[src/rtl/core/uicf_pkg.sv]
package uicf_pkg;

    localparam logic [7:0] BYTE_TAB   = 8'h09;
    localparam logic [7:0] BYTE_LF    = 8'h0A;
    localparam logic [7:0] BYTE_CR    = 8'h0D;
    localparam logic [7:0] BYTE_SPACE = 8'h20;
    localparam logic [7:0] BYTE_C2    = 8'hC2;
    localparam logic [7:0] BYTE_A0    = 8'hA0;
    localparam logic [7:0] BYTE_AD    = 8'hAD;
    localparam logic [7:0] BYTE_E2    = 8'hE2;
    localparam logic [7:0] BYTE_80    = 8'h80;
    localparam logic [7:0] BYTE_8B    = 8'h8B;
    localparam logic [7:0] BYTE_A8    = 8'hA8;
    localparam logic [7:0] BYTE_A9    = 8'hA9;
    localparam logic [7:0] BYTE_81    = 8'h81;
    localparam logic [7:0] BYTE_EF    = 8'hEF;
    localparam logic [7:0] BYTE_BB    = 8'hBB;
    localparam logic [7:0] BYTE_BF    = 8'hBF;

    localparam int MAX_OUT = 3;

    typedef struct packed {
        logic [7:0] in_byte;
        logic       in_last;
    } in_beat_t;

    typedef struct packed {
        logic [7:0] out_byte;
        logic       byte_present;
        logic       out_last;
    } out_beat_t;

    // results caused by one input beat; cnt is 1..3
    typedef struct packed {
        logic [MAX_OUT-1:0][7:0] bytes;
        logic [1:0]              cnt;
        logic                    present;
        logic                    last;
    } bundle_t;

endpackage

[src/rtl/core/utf8_invisible_char_filter.sv]
// An accepted input beat's results pass through a registered bundle queue.
// Throughput: one input beat per cycle while the queue has room; an input beat
// causing k results (k up to 3) gives k result beats via a 4-entry bundle queue.
// Reset: aresetn synchronous, active low; clears the prefix state, the queue
// and the result index. No clearing pass; ready in the first cycle after reset.
module utf8_invisible_char_filter import uicf_pkg::*; #(
    parameter int QUEUE_DEPTH = 4
) (
    input  logic      aclk,
    input  logic      aresetn,
    input  logic      s_valid,
    output logic      s_ready,
    input  in_beat_t  s_data,
    output logic      m_valid,
    input  logic      m_ready,
    output out_beat_t m_data
);

    logic    push_valid, push_ready, pop_valid, pop_ready;
    bundle_t push_data, pop_data;

    uicf_front u_front (
        .aclk       (aclk),
        .aresetn    (aresetn),
        .s_valid    (s_valid),
        .s_ready    (s_ready),
        .s_data     (s_data),
        .push_valid (push_valid),
        .push_ready (push_ready),
        .push_data  (push_data)
    );

    uicf_queue #(
        .DEPTH (QUEUE_DEPTH)
    ) u_queue (
        .aclk       (aclk),
        .aresetn    (aresetn),
        .push_valid (push_valid),
        .push_ready (push_ready),
        .push_data  (push_data),
        .pop_valid  (pop_valid),
        .pop_ready  (pop_ready),
        .pop_data   (pop_data)
    );

    uicf_back u_back (
        .aclk      (aclk),
        .aresetn   (aresetn),
        .pop_valid (pop_valid),
        .pop_ready (pop_ready),
        .pop_data  (pop_data),
        .m_valid   (m_valid),
        .m_ready   (m_ready),
        .m_data    (m_data)
    );

endmodule

[src/rtl/core/uicf_front.sv]
module uicf_front import uicf_pkg::*; (
    input  logic     aclk,
    input  logic     aresetn,
    input  logic     s_valid,
    output logic     s_ready,
    input  in_beat_t s_data,
    output logic     push_valid,
    input  logic     push_ready,
    output bundle_t  push_data
);

    typedef enum logic [2:0] {
        ST_IDLE   = 3'd0,
        ST_C2     = 3'd1,
        ST_E2     = 3'd2,
        ST_E2_80  = 3'd3,
        ST_E2_81  = 3'd4,
        ST_EF     = 3'd5,
        ST_EF_BB  = 3'd6
    } state_t;

    state_t state_reg, state_next;

    logic [MAX_OUT-1:0][7:0] bytes;
    logic [1:0]              n;
    logic                    fail;
    state_t                  st;
    logic [7:0]              b;

    always_comb begin
        b          = s_data.in_byte;
        bytes      = '0;
        n          = 2'd0;
        fail       = 1'b0;
        st         = state_reg;
        state_next = ST_IDLE;

        unique case (state_reg)
            ST_C2: begin
                if (b == BYTE_A0) begin
                    bytes[n] = BYTE_SPACE;
                    n        = n + 2'd1;
                end else if (b != BYTE_AD) begin
                    fail = 1'b1;
                end
            end
            ST_E2: begin
                if (b == BYTE_80) begin
                    state_next = ST_E2_80;
                end else if (b == BYTE_81) begin
                    state_next = ST_E2_81;
                end else begin
                    fail = 1'b1;
                end
            end
            ST_E2_80: begin
                if (!(b == BYTE_8B || b == BYTE_A8 || b == BYTE_A9)) begin
                    fail = 1'b1;
                end
            end
            ST_E2_81: begin
                if (b != BYTE_A0) begin
                    fail = 1'b1;
                end
            end
            ST_EF: begin
                if (b == BYTE_BB) begin
                    state_next = ST_EF_BB;
                end else begin
                    fail = 1'b1;
                end
            end
            ST_EF_BB: begin
                if (b != BYTE_BF) begin
                    fail = 1'b1;
                end
            end
            default: begin
                st   = ST_IDLE;
                fail = 1'b1;
            end
        endcase

        if (fail) begin
            // flush held prefix, then rescan current byte from idle
            case (st)
                ST_C2: begin
                    bytes[n] = BYTE_C2;
                    n        = n + 2'd1;
                end
                ST_E2: begin
                    bytes[n] = BYTE_E2;
                    n        = n + 2'd1;
                end
                ST_E2_80, ST_E2_81: begin
                    bytes[n] = BYTE_E2;
                    n        = n + 2'd1;
                    bytes[n] = (st == ST_E2_80) ? BYTE_80 : BYTE_81;
                    n        = n + 2'd1;
                end
                ST_EF: begin
                    bytes[n] = BYTE_EF;
                    n        = n + 2'd1;
                end
                ST_EF_BB: begin
                    bytes[n] = BYTE_EF;
                    n        = n + 2'd1;
                    bytes[n] = BYTE_BB;
                    n        = n + 2'd1;
                end
                default: ;
            endcase
            state_next = ST_IDLE;
            if (b < BYTE_SPACE) begin
                if (b == BYTE_TAB || b == BYTE_LF || b == BYTE_CR) begin
                    bytes[n] = b;
                    n        = n + 2'd1;
                end
            end else if (b == BYTE_C2) begin
                state_next = ST_C2;
            end else if (b == BYTE_E2) begin
                state_next = ST_E2;
            end else if (b == BYTE_EF) begin
                state_next = ST_EF;
            end else begin
                bytes[n] = b;
                n        = n + 2'd1;
            end
        end

        if (s_data.in_last) begin
            // only single-byte prefixes can remain after a rescan
            case (state_next)
                ST_C2: begin
                    bytes[n] = BYTE_C2;
                    n        = n + 2'd1;
                end
                ST_E2, ST_E2_80, ST_E2_81: begin
                    bytes[n] = BYTE_E2;
                    n        = n + 2'd1;
                    if (state_next != ST_E2) begin
                        bytes[n] = (state_next == ST_E2_80) ? BYTE_80 : BYTE_81;
                        n        = n + 2'd1;
                    end
                end
                ST_EF, ST_EF_BB: begin
                    bytes[n] = BYTE_EF;
                    n        = n + 2'd1;
                    if (state_next == ST_EF_BB) begin
                        bytes[n] = BYTE_BB;
                        n        = n + 2'd1;
                    end
                end
                default: ;
            endcase
            state_next = ST_IDLE;
        end
    end

    assign s_ready            = push_ready;
    assign push_valid         = s_valid && ((n != 2'd0) || s_data.in_last);
    assign push_data.bytes    = bytes;
    assign push_data.cnt      = (n == 2'd0) ? 2'd1 : n;
    assign push_data.present  = (n != 2'd0);
    assign push_data.last     = s_data.in_last;

    always_ff @(posedge aclk) begin
        if (!aresetn) begin
            state_reg <= ST_IDLE;
        end else if (s_valid && s_ready) begin
            state_reg <= state_next;
        end
    end

endmodule

[src/rtl/core/uicf_queue.sv]
module uicf_queue import uicf_pkg::*; #(
    parameter int DEPTH = 4
) (
    input  logic    aclk,
    input  logic    aresetn,
    input  logic    push_valid,
    output logic    push_ready,
    input  bundle_t push_data,
    output logic    pop_valid,
    input  logic    pop_ready,
    output bundle_t pop_data
);

    localparam int AW = (DEPTH > 1) ? $clog2(DEPTH) : 1;
    localparam int CW = $clog2(DEPTH + 1);

    bundle_t         slot_reg [DEPTH];
    logic [AW-1:0]   wr_ptr_reg, rd_ptr_reg;
    logic [CW-1:0]   count_reg;
    logic            do_push, do_pop;

    assign push_ready = (count_reg != CW'(DEPTH));
    assign pop_valid  = (count_reg != '0);
    assign pop_data   = slot_reg[rd_ptr_reg];
    assign do_push    = push_valid && push_ready;
    assign do_pop     = pop_valid && pop_ready;

    function automatic logic [AW-1:0] ptr_inc(input logic [AW-1:0] p);
        ptr_inc = (p == AW'(DEPTH - 1)) ? '0 : p + AW'(1);
    endfunction

    always_ff @(posedge aclk) begin
        if (do_push) begin
            slot_reg[wr_ptr_reg] <= push_data;
        end
    end

    always_ff @(posedge aclk) begin
        if (!aresetn) begin
            wr_ptr_reg <= '0;
            rd_ptr_reg <= '0;
            count_reg  <= '0;
        end else begin
            if (do_push) begin
                wr_ptr_reg <= ptr_inc(wr_ptr_reg);
            end
            if (do_pop) begin
                rd_ptr_reg <= ptr_inc(rd_ptr_reg);
            end
            if (do_push && !do_pop) begin
                count_reg <= count_reg + CW'(1);
            end else if (do_pop && !do_push) begin
                count_reg <= count_reg - CW'(1);
            end
        end
    end

endmodule

[src/rtl/core/uicf_back.sv]
module uicf_back import uicf_pkg::*; (
    input  logic      aclk,
    input  logic      aresetn,
    input  logic      pop_valid,
    output logic      pop_ready,
    input  bundle_t   pop_data,
    output logic      m_valid,
    input  logic      m_ready,
    output out_beat_t m_data
);

    logic [1:0] idx_reg;
    logic       at_end;

    assign at_end              = (idx_reg == pop_data.cnt - 2'd1);
    assign m_valid             = pop_valid;
    assign m_data.out_byte     = pop_data.bytes[idx_reg];
    assign m_data.byte_present = pop_data.present;
    assign m_data.out_last     = pop_data.last && at_end;
    assign pop_ready           = m_ready && at_end;

    always_ff @(posedge aclk) begin
        if (!aresetn) begin
            idx_reg <= 2'd0;
        end else if (m_valid && m_ready) begin
            idx_reg <= at_end ? 2'd0 : idx_reg + 2'd1;
        end
    end

endmodule

[config.mk]
export PLATFORM = sky130hd
export DESIGN_NAME = utf8_invisible_char_filter
export DESIGN_NICKNAME = d
export VERILOG_FILES = /design/src/rtl/core/uicf_pkg.sv /design/src/rtl/core/utf8_invisible_char_filter.sv /design/src/rtl/core/uicf_front.sv /design/src/rtl/core/uicf_queue.sv /design/src/rtl/core/uicf_back.sv
export SDC_FILE = /design/constraint.sdc
export NUM_CORES = 1
export LEC_CHECK = 0
export BUFFER_PORTS_ARGS = -buffer_cell sky130_fd_sc_hd__buf_2
export CORE_MARGIN = 1
export CORE_UTILIZATION = 45
export CTS_CLUSTER_SIZE = 14
export DETAILED_ROUTE_END_ITERATION = 12
export GPL_TIMING_DRIVEN = 0
export HOLD_SLACK_MARGIN = 0.08
export PLACE_DENSITY = 0.73
export SLEW_MARGIN = 20
export SYNTH_ARGS = -nofsm -noshare
export SYNTH_HDL_FRONTEND = slang
export SYNTH_SLANG_ARGS = --single-unit
[constraint.sdc]
create_clock -name aclk -period 3.25 [get_ports aclk]
set_input_delay 0.325 -clock aclk [delete_from_list [all_inputs] [get_ports aclk]]
set_output_delay 0.325 -clock aclk [all_outputs]
set_load 0.02 [all_outputs]
# Word level (Yosys, flattened, before mapping)
# Memories as Yosys holds them, arrays and structs flattened. A register that Yosys moved wholly into a read port is not among the register bits.
# Index checks and enable logic that the tools add are counted.
[word_totals]
memories = 1
register_bits = 12
ram_bits = 112
elab_cells = 198
[classes]
bitwise = 24
n_lt_le_gt_ge = 12
eq_ne = 39
n_addsub = 11
muxes = 75
n_reduce_logical = 31
[mem_list]
columns = ["name", "words", "word_bits", "read_ports", "rd_ports_with_merged_regs", "wr", "line", "text"]
rows = [
  ["u_queue.slot_reg", 4, 28, 1, 1, 1, "uicf_queue.sv:17", "bundle_t slot_reg [DEPTH];"],
]
[ops]
columns = ["operator", "count"]
rows = [
  ["$mux W24", 10],
  ["$pmux W24 S5", 1],
  ["$demux W8 S2", 5],
  ["$eq A8 B8 Y1 const B", 10],
  ["$bwmux W24", 3],
  ["$pmux W24 S3", 1],
  ["$mux W8", 7],
  ["$mux W3", 12],
  ["$or A18 B18 Y18", 2],
  ["$mux W2", 17],
  ["$not A15 Y15", 2],
  ["$eq A3 B3 Y1 const B", 9],
  ["$eq A8 B4 Y1 const B", 3],
  ["$ne A8 B8 Y1 const B", 3],
  ["$not A12 Y12", 2],
  ["$or A21 B21 Y21", 1],
  ["$or A7 B21 Y21", 1],
  ["$eq A3 B2 Y1 const B", 6],
  ["$lt A2 B3 Y1 const B", 6],
  ["$add A2 B1 Y2 const B", 8],
  ["$bmux W8 S2", 1],
  ["$and A15 B15 Y15", 1],
  ["$and A5 B15 Y15", 1],
  ["$logic_and A1 B1 Y1", 14],
  ["35 further kinds", 66],
]

# Depth between registers and ports, before layout
[depth]
depth_word = 26
ltp_mapped = 17

# Cells and area by module
# From an unflattened synthesis, not the netlist that was laid out.
[unflattened]
cells_unflattened = 472
area_unflattened_um2 = 6383.6
[modules_own_cells]
columns = ["mod", "n_inst", "area_each_um2", "cells_each"]
rows = [
  ["uicf_queue", 1, 4521.8, 197],
  ["uicf_front", 1, 1524.0, 227],
  ["uicf_back", 1, 337.8, 48],
]

# Worst setup path before layout
# Ideal clock, no wire load.
[synth_path]
path_kind = "flip-flop to flip-flop"
startpoint = "register u_front.state_reg[0]"
endpoint = "register u_queue.count_reg[2]"
path_stages_with_launch = 18
slack_ns = -0.252
setup_time_ns = 0.076
path_buffers = 0
t_arrival_ns = 3.426
t_required_ns = 3.174
cell_sequence = "dfxtp_1 -> inv_1 -> ha_1 -> o21ai_0 -> o22a_1 -> nor2b_2 -> nand2_2 -> inv_1 -> ha_1 -> nand3_1 -> a31oi_4 -> inv_2 -> ha_1 -> inv_1 -> fa_1 -> xor2_1 -> or3_1 -> a21boi_0"
[synth_between]
elab_chain_cells = 25
elab_cells_between_ends = 55
cone_classes = "add/sub: 5; eq/ne: 19; mux: 18; reduce/logical: 13"
[synth_rtl]
columns = ["element", "line", "text"]
rows = [
  ["from (decl)", "uicf_front.sv:22", "state_t state_reg, state_next;"],
  ["from (signal assigned)", "uicf_front.sv:171", "state_reg <= state_next;"],
  ["parallel branches: the longest is 17 deep, another holds $add A2 B1 Y2", "n/a", ""],
  ["$mux W2 *", "uicf_front.sv:131", "if (s_data.in_last) begin"],
  ["$reduce_bool A2 Y1 *", "uicf_front.sv:161", "assign push_valid = s_valid && ((n != 2'd0) || s_data.in_last);"],
  ["$logic_or A1 B1 Y1 *", "uicf_front.sv:161", ""],
  ["$logic_and A1 B1 Y1 *", "uicf_front.sv:161", ""],
  ["$logic_and A1 B1 Y1 *", "uicf_queue.sv:25", "assign do_push = push_valid && push_ready;"],
  ["net u_queue.do_push", "uicf_queue.sv:20", "logic do_push, do_pop;"],
  ["$logic_not A1 Y1", "uicf_queue.sv:52", "end else if (do_pop && !do_push) begin"],
  ["$logic_and A1 B1 Y1", "uicf_queue.sv:52", ""],
  ["$reduce_bool A2 Y1 (no line)", "n/a", ""],
  ["to (signal assigned)", "uicf_queue.sv:51", "count_reg <= count_reg + CW'(1);"],
  ["to (signal assigned)", "uicf_queue.sv:53", "count_reg <= count_reg - CW'(1);"],
  ["to (decl)", "uicf_queue.sv:19", "logic [CW-1:0] count_reg;"],
]
# Mark *: on every way through the listed nets, which the timed path passes. The select of a mux whose other input is x is not followed.
# A chain may end at the register's enable or synchronous reset.

==> impl_results.md <==
- Total Routed Length: between 15000 and 20000 µm
- # DRC: 0
- Overflow left after global routing: 0
- FF-to-FF End: u_queue.slot_reg[1][27]
- Critical path's largest stage delay: ~0.42 ns
- Final core occ: 57.0%
- Mean Syn Cell Area: between 10 and 15 µm²
- Period utilization: 101%
- Total GRT Usage: approximately 23%
- Post-synth top area cell: edfxtp_1
- Fmax: a little over 0.3 GHz
- Hold_sp: aresetn
- Max cap viols: 0
- Initial Utilization: 46.0%
- Die area: 0.0160 mm²
- Design Power: 5.18 mW
- Crit. End Element: flop
- Placer Congestion: roughly 0.96
- Layout cells sized above 1: ~37%
- Ys Warns: 0
- Failing checks: negative setup slack
- DR iter-0 viols: 509
- P_leak: 3.11 nW
- Via count: around 5.2k
- Reg2reg path depth: 14
- First-pass GRT wire length: approximately 27000 µm
- Power Dens Cells: around 600 mW/mm²
- Die Height: roughly 130 µm
- Min-delay worst type: in2reg
- Crit-path slowest cell: or3_4
- Vias in the first global route: 5062
- Core Footprint: 0.0152 mm²
- Async SR Flop Fraction: 0%
- Sequential element share of the synthesized area: between 50% and 60%
- Worst setup path class: reg2reg
- H-tree levels: 4
- EDFF count, synth: ~110
- CTS tree: yes
- Worst-path cell chain: inv_4, ha_4, o211ai_1, o22a_2, buf_4, a21oi_4, ha_4, nand2_2, o211ai_1, ha_2, buf_6, o2111ai_2, o21ai_2, or3_4
- Initial antenna violation count: 0
- Post-route minimum period: 3.29 ns
- Outcome: finished with violations
- DR WL/cell: 21.6 µm
- Hold buffers post-CTS: 0
- Synthesized net count: between 500 and 600
- Max reg flops: 112
- Crit path max fanout: 6
- Vias per cell: ~6.2
- Most frequent cells after synthesis: edfxtp_1 (112), nand2_1 (54), mux4_2 (28)
- Fillers: approximately 1.2k
- Slew Limit Fails: 0
- Arrival time worst endpoint: about 3.4 ns
- Die width: ~130 µm
- Peak supply drop: between 400 and 500 µV
- Relative slew slack: about 17%
- Fin worst setup slack: -0.0428 ns
- Pin count of the biggest net entering global routing: 28
- Critical path launch point type: flop
- Io pins: 25
- R2R Path Start: u_front.state_reg[0]
- Antenna Nets Post-Route: 0
- GR Util met2: between 30% and 40%
- FP Rows: 45
- Num Clock Sinks: 126
- Met3 Resource Use GR: 4.47%
- Worst EP required: approximately 3.4 ns
- Pre-antenna DRT Iters: 6
- Worst skew pair latency: ~0.41 ns
- Port bufs: 22
- Number of setup violations in the final report: 17
- CTS Root Cell: clkbuf_16
- Clock Path Buffers: 2
- Hold-critical path depth: 2
- Detailed placement HPWL: 11800 µm
- Syn Inst Count: about 560
- Area contributors post-synth: edfxtp_1 (48%), mux4_2 (9.0%), dfxtp_1 (4.0%)
- RSZ-0062 raised after global routing: yes
- Final nets: 666
- Number of diodes: 0
- Num CTS Buffers: 17
- Met1 usage: 29.0%
- Busiest grt layer: met2
- Yosys top cell area share: roughly half
- Clock transition at path regs: roughly 0.06 ns
- Layout Skew: 0.0123 ns
- Fin. Hold Viols: 0
- Area growth from synthesis to layout: 23.9%
- FF-to-FF setup slack: -0.04 ns
- Seq cells post-synth: approximately 130
- Synth Flop Type: edfxtp_1
- Hold endpoint: u_back.idx_reg[1]
- Post-synthesis cell area: between 0.006 and 0.007 mm²
- Distinct cells, synth: a little under 90
- Slew at the pin with the worst max-slew slack: 1.23 ns
- Top-count cell post-synth: edfxtp_1
[cells by family (layout without fill, tap and decap cells)]
logic type | after synthesis | count (layout) | share of synthesized area, %
AOI/OAI and AO/OA | 129 | 129 | 13.9
DFF | 126 | 126 | 52.1
adders and majority gates | 19 | 19 | 3.51
and+or+nand+nor | 171 | 171 | 13.4
buffers and inverters | 63 | 153 | 5.04
xor gates and xnor gates | 4 | 4 | 0.608
muxes | 45 | 45 | 11.4
[metrics by stage]
| stage | hold WS (ns) | TNS [ns] | std cells | setup WS [ns] | instance area, µm² |
|---|---|---|---|---|---|
| 4_1_cts | 0.201 | -0.419 | 822 | -0.0342 | 8340 |
| 2_1_floorplan | 0.424 | -0.293 | 557 | -0.0599 | 7050 |
| 5_1_grt | 0.211 | -5.78 | 835 | -0.152 | 8660 |
| 3_5_place_dp | 0.498 | -62.55 | 771 | -0.870 | 7480 |
| 3_3_place_gp | 0.474 | -127.96 | 767 | -0.754 | 7400 |
| 6_report | 0.223 | -0.397 | 835 | -0.0428 | 8660 |
[repair_timing]
item                       in CTS  in global routing
gates cloned                    0                  0
resized for setup              43                 61
buffers inserted               20                 14
pin swaps                      14                 28
setup endpoints to repair     110                104
[worst max-delay path by stage]
stage	from	end	cells after the start	slack [ns]
5_1_grt	u_front.state_reg[0]	u_queue.slot_reg[0][21]	16	-0.15
6_report	u_front.state_reg[0]	u_queue.slot_reg[1][27]	14	-0.04
4_1_cts	u_front.state_reg[0]	u_queue.slot_reg[3][7]	17	-0.03
2_1_floorplan	u_front.state_reg[1]	u_queue.slot_reg[0][27]	16	-0.06
3_3_place_gp	u_front.state_reg[0]	u_queue.slot_reg[0][7]	14	-0.75
3_5_place_dp	u_front.state_reg[0]	u_queue.slot_reg[3][7]	14	-0.87
[worst max-delay path, delay by kind of cell, from the launching register on]
| family | cells | cell delay (ns) |
|---|---|---|
| AO/OA/AOI/OAI | 6 | 1.01 |
| adder cells (fa/ha/maj) | 3 | 0.80 |
| AND/OR/NAND/NOR | 2 | 0.47 |
| flip-flops | 1 | 0.40 |
| buffers and inverters | 3 | 0.33 |
[report_power, final]
part	internal [mW]	switching [mW]
sequential	2.01	0.0807
combinational	0.579	0.731
clock	1.12	0.656
[area by class of cell]
class | count | area, µm² | share of cell area, %
flip-flops and latches | 126 | 3650 | 42.1
multi-input cells | 368 | 3370 | 38.9
repair buffers | 60 | 464 | 5.36
clock buffers | 20 | 437 | 5.04
plain buffers | 36 | 283 | 3.26
well taps | 188 | 235 | 2.71
clock inverters | 12 | 120 | 1.39
inverters | 25 | 106 | 1.23
[cell usage in the layout, fill, tap and decap left out, types with 5 or more instances in the layout]
| cell type | n |
|---|---|
| a211oi_1 | 5 |
| a21boi_0 | 5 |
| a21oi_1 | 9 |
| a31oi_1 | 7 |
| and2_1 | 7 |
| and3_1 | 7 |
| buf_1 | 5 |
| buf_12 | 5 |
| buf_2 | 28 |
| buf_4 | 32 |
| buf_6 | 13 |
| clkbuf_1 | 10 |
| clkbuf_16 | 17 |
| dfxtp_1 | 12 |
| edfxtp_1 | 112 |
| ha_1 | 10 |
| ha_4 | 7 |
| inv_1 | 16 |
| inv_4 | 5 |
| mux2i_1 | 16 |
| mux4_2 | 28 |
| nand2_1 | 48 |
| nand2_2 | 8 |
| nand3_1 | 10 |
| nor2_1 | 22 |
| nor2b_1 | 6 |
| nor3_1 | 5 |
| o211ai_1 | 9 |
| o21ai_0 | 16 |
| o21ai_1 | 5 |
| o21ai_2 | 6 |
| o22ai_1 | 9 |
| or3_1 | 7 |
[routing by layer]
layer	share of wire, %	vias to the layer above
met2	49	255
met4	3.3	0
met3	6.7	49
met1	41	2578
li1	-	2312
met5	0	-
No activity file was read; power rests on OpenSTA's default activity.
